===== config.mk =====
export PLATFORM = sky130hd
export DESIGN_NAME = sorted_set_engine
export DESIGN_NICKNAME = d
export VERILOG_FILES = /design/src/design/sse_pkg.sv /design/src/design/sse_cell.sv /design/src/design/sorted_set_engine.sv
export SDC_FILE = /design/constraint.sdc
export NUM_CORES = 2
export LEC_CHECK = 0
export BUFFER_PORTS_ARGS = -buffer_cell sky130_fd_sc_hd__buf_2
export CORE_MARGIN = 4
export CORE_UTILIZATION = 43
export CTS_BUF_LIST = sky130_fd_sc_hd__clkbuf_16
export DETAILED_ROUTE_END_ITERATION = 12
export GPL_TIMING_DRIVEN = 0
export PLACE_DENSITY_LB_ADDON = 0.15
export SLEW_MARGIN = 5
export SYNTH_ARGS = -nofsm -noshare
export SYNTH_HDL_FRONTEND = slang
export SYNTH_SLANG_ARGS = --single-unit
export TNS_END_PERCENT = 1

===== constraint.sdc =====
create_clock -name clk -period 5.6 [get_ports clk]
set_clock_uncertainty 0.2 [all_clocks]
set_input_delay 0.28 -clock clk [delete_from_list [all_inputs] [get_ports clk]]
set_output_delay 0.28 -clock clk [all_outputs]
set_load 0.005 [all_outputs]

===== src/design/sse_pkg.sv =====
// ----------------------------------------------------------------------------
// Sorted set engine package
// Command and status codes, cell control types and common widths.
// ----------------------------------------------------------------------------
package sse_pkg;

  localparam int unsigned DATA_W   = 32;
  localparam int unsigned CMD_W    = 2;
  localparam int unsigned STATUS_W = 3;
  localparam int unsigned COUNT_W  = 5;

  // Command codes on in_command.
  localparam logic [CMD_W-1:0] CMD_ADD    = 2'd0;
  localparam logic [CMD_W-1:0] CMD_DELETE = 2'd1;
  localparam logic [CMD_W-1:0] CMD_QUERY  = 2'd2;

  // Status codes on out_status.
  localparam logic [STATUS_W-1:0] ST_ADDED       = 3'd0;
  localparam logic [STATUS_W-1:0] ST_DUP         = 3'd1;
  localparam logic [STATUS_W-1:0] ST_DELETED     = 3'd2;
  localparam logic [STATUS_W-1:0] ST_ABSENT      = 3'd3;
  localparam logic [STATUS_W-1:0] ST_FULL        = 3'd4;
  localparam logic [STATUS_W-1:0] ST_PRESENT     = 3'd5;
  localparam logic [STATUS_W-1:0] ST_NOT_PRESENT = 3'd6;

  // Update broadcast to every cell in the chain.
  typedef enum logic [1:0] {
    OP_NONE   = 2'd0,
    OP_INSERT = 2'd1,
    OP_REMOVE = 2'd2
  } cell_op_t;

  // Control group from the sequencer to the cells.
  typedef struct packed {
    logic     compare;
    cell_op_t op;
  } cell_ctrl_t;

endpackage


===== src/design/sse_cell.sv =====
// ----------------------------------------------------------------------------
// Sorted set cell
// Holds one entry of the set, compares it against the command value and
// shifts up or down with its neighbors on an insert or a remove.
// ----------------------------------------------------------------------------
module sse_cell import sse_pkg::*; #(
  parameter int unsigned IDX   = 0,
  parameter int unsigned CNT_W = 5
) (
  input  logic                     clk,
  input  logic [CNT_W-1:0]         count,
  input  logic signed [DATA_W-1:0] value,
  input  cell_ctrl_t               ctrl,
  input  logic                     lt_prev,
  input  logic signed [DATA_W-1:0] prev_data,
  input  logic signed [DATA_W-1:0] next_data,
  output logic signed [DATA_W-1:0] data,
  output logic                     eq,
  output logic                     lt
);

  logic signed [DATA_W-1:0] data_r, data_nxt;
  logic                     eq_r, lt_r;
  logic                     occupied;

  // The entry holds an element when its place is below the fill count.
  assign occupied = ({1'b0, count} > (CNT_W+1)'(IDX));

  // Insert: the first cell not below the value takes it, cells above take
  // their lower neighbor. Remove: cells at or above the hit take the upper one.
  always_comb begin
    data_nxt = data_r;
    case (ctrl.op)
      OP_INSERT: begin
        if (!lt_prev) begin
          data_nxt = prev_data;
        end else if (!lt_r) begin
          data_nxt = value;
        end
      end
      OP_REMOVE: begin
        if (!lt_r) begin
          data_nxt = next_data;
        end
      end
      default: begin
        data_nxt = data_r;
      end
    endcase
  end

  // Entry storage and registered compare flags.
  always_ff @(posedge clk) begin
    data_r <= data_nxt;
    if (ctrl.compare) begin
      eq_r <= occupied && (data_r == value);
      lt_r <= occupied && (data_r < value);
    end
  end

  assign data = data_r;
  assign eq   = eq_r;
  assign lt   = lt_r;

endmodule


===== src/design/sorted_set_engine.sv =====
// out_strobe is registered from the update state, which follows the compare state, and stays high for one cycle.
// Each command passes a compare state in the cell chain and then an update state;
// the next command can be taken in the update state, before its result appears.
// busy is high only during the compare cycle. The receiver cannot stall results.
// Reset (rst_n low, synchronous) empties the set; stored entries are not cleared.
// ----------------------------------------------------------------------------
// Sorted set engine
// Ascending duplicate-free set of signed values kept in a chain of cells,
// with add, delete and query commands.
// ----------------------------------------------------------------------------
module sorted_set_engine import sse_pkg::*; #(
  parameter int unsigned CAPACITY = 16
) (
  input  logic                     clk,
  input  logic                     rst_n,
  input  logic                     start,
  output logic                     busy,
  input  logic [CMD_W-1:0]         in_command,
  input  logic signed [DATA_W-1:0] in_value,
  output logic                     out_strobe,
  output logic [STATUS_W-1:0]      out_status,
  output logic [COUNT_W-1:0]       out_element_count
);

  localparam int unsigned CNT_W = $clog2(CAPACITY + 1);

  typedef enum logic [2:0] {
    S_IDLE = 3'b001,
    S_CMP  = 3'b010,
    S_UPD  = 3'b100
  } state_t;

  state_t                   state_r, state_nxt;
  logic [CMD_W-1:0]         cmd_r;
  logic signed [DATA_W-1:0] value_r;
  logic [CNT_W-1:0]         count_r, count_nxt;
  logic                     strobe_r;
  logic [STATUS_W-1:0]      status_r, status_nxt;
  logic [COUNT_W-1:0]       elem_cnt_r;
  cell_ctrl_t               ctrl;
  logic                     accept, held, full;

  logic signed [DATA_W-1:0] cell_data [CAPACITY];
  logic [CAPACITY-1:0]      eq_vec, lt_vec;

  assign busy   = (state_r == S_CMP);
  assign accept = start && !busy;
  assign held   = |eq_vec;
  assign full   = (count_r == CNT_W'(CAPACITY));

  // Sequencer: compare cycle, then update cycle that may take the next command.
  always_comb begin
    state_nxt = state_r;
    case (state_r)
      S_IDLE:  state_nxt = accept ? S_CMP : S_IDLE;
      S_CMP:   state_nxt = S_UPD;
      S_UPD:   state_nxt = accept ? S_CMP : S_IDLE;
      default: state_nxt = S_IDLE;
    endcase
  end

  // Decide the update and the status from the registered cell flags.
  always_comb begin
    ctrl.compare = (state_r == S_CMP);
    ctrl.op      = OP_NONE;
    count_nxt    = count_r;
    status_nxt   = held ? ST_PRESENT : ST_NOT_PRESENT;
    if (state_r == S_UPD) begin
      case (cmd_r)
        CMD_ADD: begin
          if (held) begin
            status_nxt = ST_DUP;
          end else if (full) begin
            status_nxt = ST_FULL;
          end else begin
            status_nxt = ST_ADDED;
            ctrl.op    = OP_INSERT;
            count_nxt  = count_r + CNT_W'(1);
          end
        end
        CMD_DELETE: begin
          if (held) begin
            status_nxt = ST_DELETED;
            ctrl.op    = OP_REMOVE;
            count_nxt  = count_r - CNT_W'(1);
          end else begin
            status_nxt = ST_ABSENT;
          end
        end
        default: begin
          status_nxt = held ? ST_PRESENT : ST_NOT_PRESENT;
        end
      endcase
    end
  end

  // Control registers.
  always_ff @(posedge clk) begin
    if (!rst_n) begin
      state_r  <= S_IDLE;
      count_r  <= '0;
      strobe_r <= 1'b0;
    end else begin
      state_r  <= state_nxt;
      count_r  <= count_nxt;
      strobe_r <= (state_r == S_UPD);
    end
  end

  // Command capture and result registers.
  always_ff @(posedge clk) begin
    if (accept) begin
      cmd_r   <= in_command;
      value_r <= in_value;
    end
    if (state_r == S_UPD) begin
      status_r   <= status_nxt;
      elem_cnt_r <= COUNT_W'(count_nxt);
    end
  end

  // Chain of cells, each linked to its two neighbors.
  for (genvar i = 0; i < CAPACITY; i++) begin : g_cell
    logic                     lt_prev;
    logic signed [DATA_W-1:0] prev_data, next_data;

    if (i == 0) begin : g_first
      assign lt_prev   = 1'b1;
      assign prev_data = cell_data[i];
    end else begin : g_mid
      assign lt_prev   = lt_vec[i-1];
      assign prev_data = cell_data[i-1];
    end

    if (i == CAPACITY - 1) begin : g_last
      assign next_data = cell_data[i];
    end else begin : g_next
      assign next_data = cell_data[i+1];
    end

    sse_cell #(
      .IDX   (i),
      .CNT_W (CNT_W)
    ) u_cell (
      .clk       (clk),
      .count     (count_r),
      .value     (value_r),
      .ctrl      (ctrl),
      .lt_prev   (lt_prev),
      .prev_data (prev_data),
      .next_data (next_data),
      .data      (cell_data[i]),
      .eq        (eq_vec[i]),
      .lt        (lt_vec[i])
    );
  end

  assign out_strobe        = strobe_r;
  assign out_status        = status_r;
  assign out_element_count = elem_cnt_r;

  // A result follows each update cycle and nothing else.
  a_strobe_after_update: assert property (@(posedge clk) disable iff (!rst_n)
    out_strobe |-> $past(state_r == S_UPD))
    else $error("result strobe without an update cycle");

  // The fill count never passes the capacity.
  a_count_bound: assert property (@(posedge clk) disable iff (!rst_n)
    {1'b0, count_r} <= (CNT_W+1)'(CAPACITY))
    else $error("fill count above capacity");

  // A value held in the set matches in one cell at most.
  a_unique_hit: assert property (@(posedge clk) disable iff (!rst_n)
    (state_r == S_UPD) |-> $onehot0(eq_vec))
    else $error("value matched in more than one cell");

  // An accepted command always enters the compare cycle next.
  a_accept_to_compare: assert property (@(posedge clk) disable iff (!rst_n)
    accept |=> (state_r == S_CMP))
    else $error("accepted command did not enter compare");

endmodule


---- After elaboration in Yosys (flattened, before gate mapping) ----
Cells that the tools add are included.
storage, ports and cells
  flip-flop bits (word level) ............. 595
cells by class
  add/sub/neg operators ................... 2
  $lt $le $gt $ge ......................... 32
  eq/ne operators ......................... 54
  multiplexer cells ....................... 78
  reduce and logical (&&, ||, !) cells .... 54
operators by type and width
  cell                                                                             count
  32-bit 2-to-1 mux                                                                46
  32-bit one-hot mux with 2 select lines                                           15
  32-bit == test                                                                   16
  32-bit < comparator                                                              16
  3-bit AND reduction                                                              15
  3-bit != test, second input constant                                             14
  5-bit by 4-bit greater-than comparator with 1-bit output, second input constant  8
  2-bit != test, second input constant                                             17
  1-bit logical AND                                                                33
  5-bit by 3-bit greater-than comparator with 1-bit output, second input constant  4
  5-bit 2-to-1 mux                                                                 4
  16-bit OR reduction                                                              1
  3-bit one-hot mux with 2 select lines                                            2
  5-bit by 1-bit greater-than comparator with 1-bit output, second input constant  2
  5-bit by 2-bit greater-than comparator with 1-bit output, second input constant  2
  5-bit one-hot mux with 2 select lines                                            1
  2-bit 2-to-1 mux                                                                 4
  3-bit 2-to-1 mux                                                                 2
  5-bit by 1-bit adder with 5-bit output, second input constant                    1
  5-bit == test, second input constant                                             1
  5-bit by 1-bit subtractor with 5-bit output, second input constant               1
  2-bit by 1-bit == test with 1-bit output, second input constant                  2
  2-bit one-hot mux with 2 select lines                                            1
  3-bit by 1-bit == test with 1-bit output, second input constant                  1
  9 further kinds                                                                  11

---- Logic depth before layout (Yosys ltp) ----
  depth after elaboration ................. 8
  gate-level depth with buffers ........... 13
  gate-level depth less buffers ........... 8

---- Hierarchy ----
A second synthesis with hierarchy kept.
second synthesis, totals
  cell total of the unflattened synthesis .. 4339
  area, all modules ....................... 42613.4 um^2
by module, submodules not included
  module                            instances  cells each  area an instance (um^2)  seq. area each (um^2)
  sse_cell (g_cell[14].u_cell ...)  2          261         2543.7                   1021.0
  sse_cell (g_cell[3].u_cell ...)   2          261         2521.2                   1021.0
  sse_cell (g_cell[8].u_cell)       1          263         2568.7                   1021.0
  sse_cell (g_cell[12].u_cell)      1          263         2567.5                   1021.0
  sse_cell (g_cell[0].u_cell)       1          267         2555.0                   1021.0
  sse_cell (g_cell[2].u_cell)       1          261         2549.9                   1021.0
  sse_cell (g_cell[4].u_cell)       1          267         2548.7                   1021.0
  sse_cell (g_cell[9].u_cell)       1          266         2544.9                   1021.0
  sse_cell (g_cell[15].u_cell)      1          264         2543.7                   1021.0
  sse_cell (g_cell[13].u_cell)      1          266         2539.9                   1021.0
  sse_cell (g_cell[10].u_cell)      1          262         2531.2                   1021.0
  sse_cell (g_cell[11].u_cell)      1          262         2521.2                   1021.0
  sse_cell (g_cell[1].u_cell)       1          260         2519.9                   1021.0
  sse_cell (g_cell[7].u_cell)       1          262         2519.9                   1021.0
  sorted_set_engine                 1          132         1973.1                   1441.4

---- Worst setup path after synthesis ----
Ideal clock, no wire load.
  kind .................................... reg-to-reg
  from .................................... register state_r[2]
  to ...................................... register g_cell[15].u_cell.data_r[0] (enable)
  arrival ................................. 4854 ps
  slack ................................... 76 ps
  cell stages (with the launch flop) ...... 9
  path buffers ............................ 3
  period minus slack after synthesis ...... 5524 ps
  path through ............................ dfxtp_1 > nor3b_1 > and2_1 > clkbuf_1 > and3_1 > ha_1 > clkbuf_1 > clkbuf_1 > a21boi_0
between the ends
  word-level cells in the longest chain between the ends .. 4
RTL lines
  what                                      line                      RTL
  start: declaration                        sorted_set_engine.sv:33   state_t state_r, state_nxt;
  start signal: assignment                  sorted_set_engine.sv:104  state_r <= state_nxt;
  3-bit == test                             sorted_set_engine.sv:68   if (state_r == S_UPD) begin
  2-bit 2-to-1 mux                          sorted_set_engine.sv:68
  2-bit by 1-bit == test with 1-bit output  sse_cell.sv:33            case (ctrl.op)
  2-bit AND reduction (no line)             -
  end signal: assignment                    sse_cell.sv:54            data_r <= data_nxt;
  end: declaration                          sse_cell.sv:22            logic signed [DATA_W-1:0] data_r, data_nxt;
No other way between the ends.
A chain may end at the register's enable or synchronous reset.

---- Worst setup path after layout ----
  from .................................... register g_cell[14].u_cell.eq_r
  to ...................................... register g_cell[0].u_cell.data_r[1] (enable)
between the ends
  word-level cells in the longest chain between the ends .. 7
  elaborated cells between the ends (all ways) .. 11
RTL lines
  what                                                                       line                                              RTL
  start: declaration                                                         sse_cell.sv:23                                    logic eq_r, lt_r;
  start signal: assignment                                                   sse_cell.sv:56                                    eq_r <= occupied && (data_r == value);
  16-bit OR reduction *                                                      sorted_set_engine.sv:48                           assign held = |eq_vec;
  1-bit 2-to-1 mux or 2-bit 2-to-1 mux (tied branches)                       sorted_set_engine.sv:71, sorted_set_engine.sv:82
  2-bit one-hot mux with 2 select lines *                                    sorted_set_engine.sv:69                           case (cmd_r)
  2-bit 2-to-1 mux *                                                         sorted_set_engine.sv:68
  2-bit == test or 2-bit by 1-bit == test with 1-bit output (tied branches)  sse_cell.sv:33
  2-bit != test (no line) or 2-bit nonzero test (tied branches)              -
  3-bit AND reduction (no line) *                                            -
  end signal: assignment                                                     sse_cell.sv:54
  end: declaration                                                           sse_cell.sv:22
Every way passes the cells marked *; elsewhere a longest branch is shown, timed or not.

==> run summary <==
### Floorplanning
* 312 um — Die Y-Extent
* 47 — # IOs
* 91,700 sq um — core footprint
* 312 um — die width
* 43.4% — initial standard-cell utilization of the core
* 97,400 sq um — Die Area
* 111 — Rows

### Detailed routing
* 2,894 — number of design-rule violations left by the first detailed-router iteration
* 5.93 — number of vias per cell after detailed routing
* 30.7k — detailed-route via count
* 0 — detailed-route DRC error count
* 0 — remaining antenna violation count
* 23.9 um — average routed wire per standard cell
* 124 mm — wire length after detailed routing
* 5 — first-pass iteration count of the detailed router

### Yosys
* edfxtp_1 — top cell type by total area after synthesis
* 586 — EDFF count, synth
* 44.2% — Synth top area share
* 39,800 sq um — total standard cell area after synthesis
* 13.3% — compound-gate portion of the synthesized area
* edfxtp_1 — Top FF cell, synth
* 10.6 sq um — mean instance size in the synthesized netlist
* 4,306 — Synth Net Count
* 16.4% — post-synthesis adder-cell area fraction
* 595 — Synth Register Bits
* 12.4% — proportion of synthesized area in mux cells
* 0% — Async S/R FF share, synth
* edfxtp_1 (44%), ha_1 (16%), mux2i_1 (11%) — ranking of synthesized cells by area
* 0.0881% — Synth Area in XOR/XNOR
* 44.7% — portion of the post-synthesis area used by sequential elements
* adder cells — dominant combinational cell family by area after synthesis
* 0 — Yosys warnings
* 10.5% — fraction of the mapped netlist area in simple logic gates
* 60 — number of unique standard cell types used by synthesis
* 3,748 — instance count of the mapped netlist

### Critical path
* flip-flop to flip-flop — worst setup path category
* g_cell[0].u_cell.data[1] — Worst Setup EP
* 17 — peak fanout along the critical path
* 5710 ps — Required @ worst endpoint
* g_cell[14].u_cell.eq — launching point of the worst reg2reg path
* g_cell[14].u_cell.eq — origin of the worst setup path
* 13 — FF-to-FF path depth
* 5570 ps — endpoint arrival time on the critical path
* g_cell[0].u_cell.data[1] — r2r endpoint
* flip-flop — endpoint type of the worst setup path
* 140 ps — worst reg-to-reg setup slack
* flip-flop — type of origin of the critical path

### STA
* 0 — final hold violations
* 10.6% — relative max-transition margin
* 1320 ps — Worst Max-Slew Pin Slew
* 183 MHz — maximum clock rate
* 0 ps — setup TNS
* 5460 ps — min cycle time layout
* 0 — setup violation total in the final timing report
* 0 — max-slew violations
* yes — setup repair after global routing missed its margin
* 97.4% — post-route clock period utilization

### CTS
* 60 ps — Clock Pin Slew Worst Setup and Hold Paths
* 3 — maximum clock path buffer count
* 73 — number of buffers created by CTS
* built — TritonCTS clock tree
* 630 ps — clock latency of the later-clocked register in the worst-skew pair
* 0 — buffers inserted by post-CTS timing repair
* 3 — CTS H-tree lvls
* 595 — clock sink count
* clkbuf_16 — root buffer cell

### Layout
* 4,486 — final net count
* 21,200 sq um — multi-input gate area in the final layout
* 12.7% — synthesis-to-finish area growth
* nand2_1 (595), edfxtp_1 (586), ha_1 (521) — top library cells by usage in the layout, fill and taps aside
* 8,548 — Layout fillers
* nand2_1 — most common cell after layout, fill and taps aside
* 5.77% — share of post-route cells with drive strength above 1
* 17,800 sq um — sequential standard cell area

### Place
* 46 — count of port buffers added during placement
* 0.858 — global placer's final weighted congestion
* 98.9 mm — HPWL after detailed placement

### GRT
* 31.1k — vias in the first global route
* 187 mm — first-pass GRT wire length
* 24.8% — total routing usage reported by global routing
* 28 — maximum number of pins on one net before global-route repair
* 0 — total grt overflow
* 0 — initial antenna violation count

### Pwr
* 231 nW/um^2 — Power Dens Cells
* 17.6 nW — Pleak
* 0.229 mV — Worst VDD drop
* 10.4 mW — overall power of the completed layout

### Status
* complete, no violations — outcome

### Run
* 0 — Maximum Capacitance Violations

### Hold path
* input port to flip-flop — Worst Hold Class

## cell families after synthesis
group / after synthesis
AOI/OAI and AO/OA: 940
and+or+nand+nor: 919
DFF: 595
adders and majority gates: 521
muxes: 489
buffers and inverters: 280
xor gates and xnor gates: 4
## sequential cells by signal (all words and copies together), names as in the netlist
register            cells
g_cell.u_cell.eq       16
g_cell.u_cell.data    512
g_cell.u_cell.lt       16
value_r                32
out_status              3
out_strobe              1
cmd_r                   2
count_r                 5
state_r                 3
out_element_count       5
## where the power goes
part / switching, mW / total (mW) / internal (mW)
Combinational: 0.496 / 0.826 / 0.331
Sequential: 0.0464 / 4.95 / 4.90
Clock: 1.97 / 4.59 / 2.62
Total: 2.52 / 10.4 / 7.85
## synthesized netlist by cell type, types with 11 or more instances
cell type,count
nand2_1,595
edfxtp_1,586
ha_1,521
mux2i_1,456
o21ai_0,396
a21oi_1,206
clkbuf_1,179
o21ai_1,147
nand4_1,89
a21o_1,79
inv_1,66
nor2_1,46
nand3_1,44
buf_1,34
mux2_2,32
nor4_1,27
nor3_1,24
a221oi_1,21
nor2b_1,21
and4_1,17
o21a_1,14
o211ai_1,12
a211oi_1,11
## stage by stage
step           setup slack, ps  cell area (sq um)  hold WS (ps)  cells  util, %
2_1_floorplan             75.7              39800           179   3748        -
3_3_place_gp             -7190              41500           243   4980     45.3
3_5_place_dp              -265              42200           249   5002     46.0
4_1_cts                   15.4              44800           128   5173     48.9
5_1_grt                  -52.3              44800           158   5173     48.9
6_report                   143              44800           158   5174     48.9
## how the worst min path moves through the flow
stage | startpoint | end | slack [ps] | cells past startpoint
floorplan | in_command[0] | cmd_r[0] | 180 | 0
global placement | state_r[1] | state_r[1] | 240 | 1
detailed placement | state_r[1] | state_r[1] | 250 | 1
CTS | in_value[23] | value_r[23] | 130 | 2
global route | in_value[20] | value_r[20] | 160 | 2
finish | in_value[7] | value_r[7] | 160 | 2
## final cells by class
cell class / instances / share of cell area, %
Antenna cell: 1 / 0.00558
Buffer: 213 / 1.79
Clock buffer: 79 / 4.41
Clock inverter: 55 / 0.619
Inverter: 67 / 0.561
Multi-Input combinational cell: 2873 / 47.2
Sequential cell: 595 / 39.6
Tap cell: 1186 / 3.31
Timing Repair Buffer: 105 / 2.49
## repair_timing
action,4_1_cts,5_1_grt
resized for setup,1,4
endpoints found under the setup margin,27,30
endpoints found under the hold margin,50,0
hold buffers,37,0
## routing by layer
layer  GRT usage (%)  wire length, um  vias up
met5               0                0        -
met4            6.29             3110        0
met3            2.48             6960      160
met2            39.5            55900      856
met1            36.3            58000    15060
li1                -                -    14597
## critical path, stage by stage, from the launching register on
cell,delay (ps)
edfxtp_1,550
nor4_1,550
nand4_1,360
clkbuf_1,320
nor2_1,280
and3_1,370
inv_1,110
ha_1,210
clkbuf_1,200
clkbuf_1,420
clkbuf_1,510
o21a_1,340
nor2_4,510
buf_16,230
Note: power is estimated with default switching activity, not from simulation.
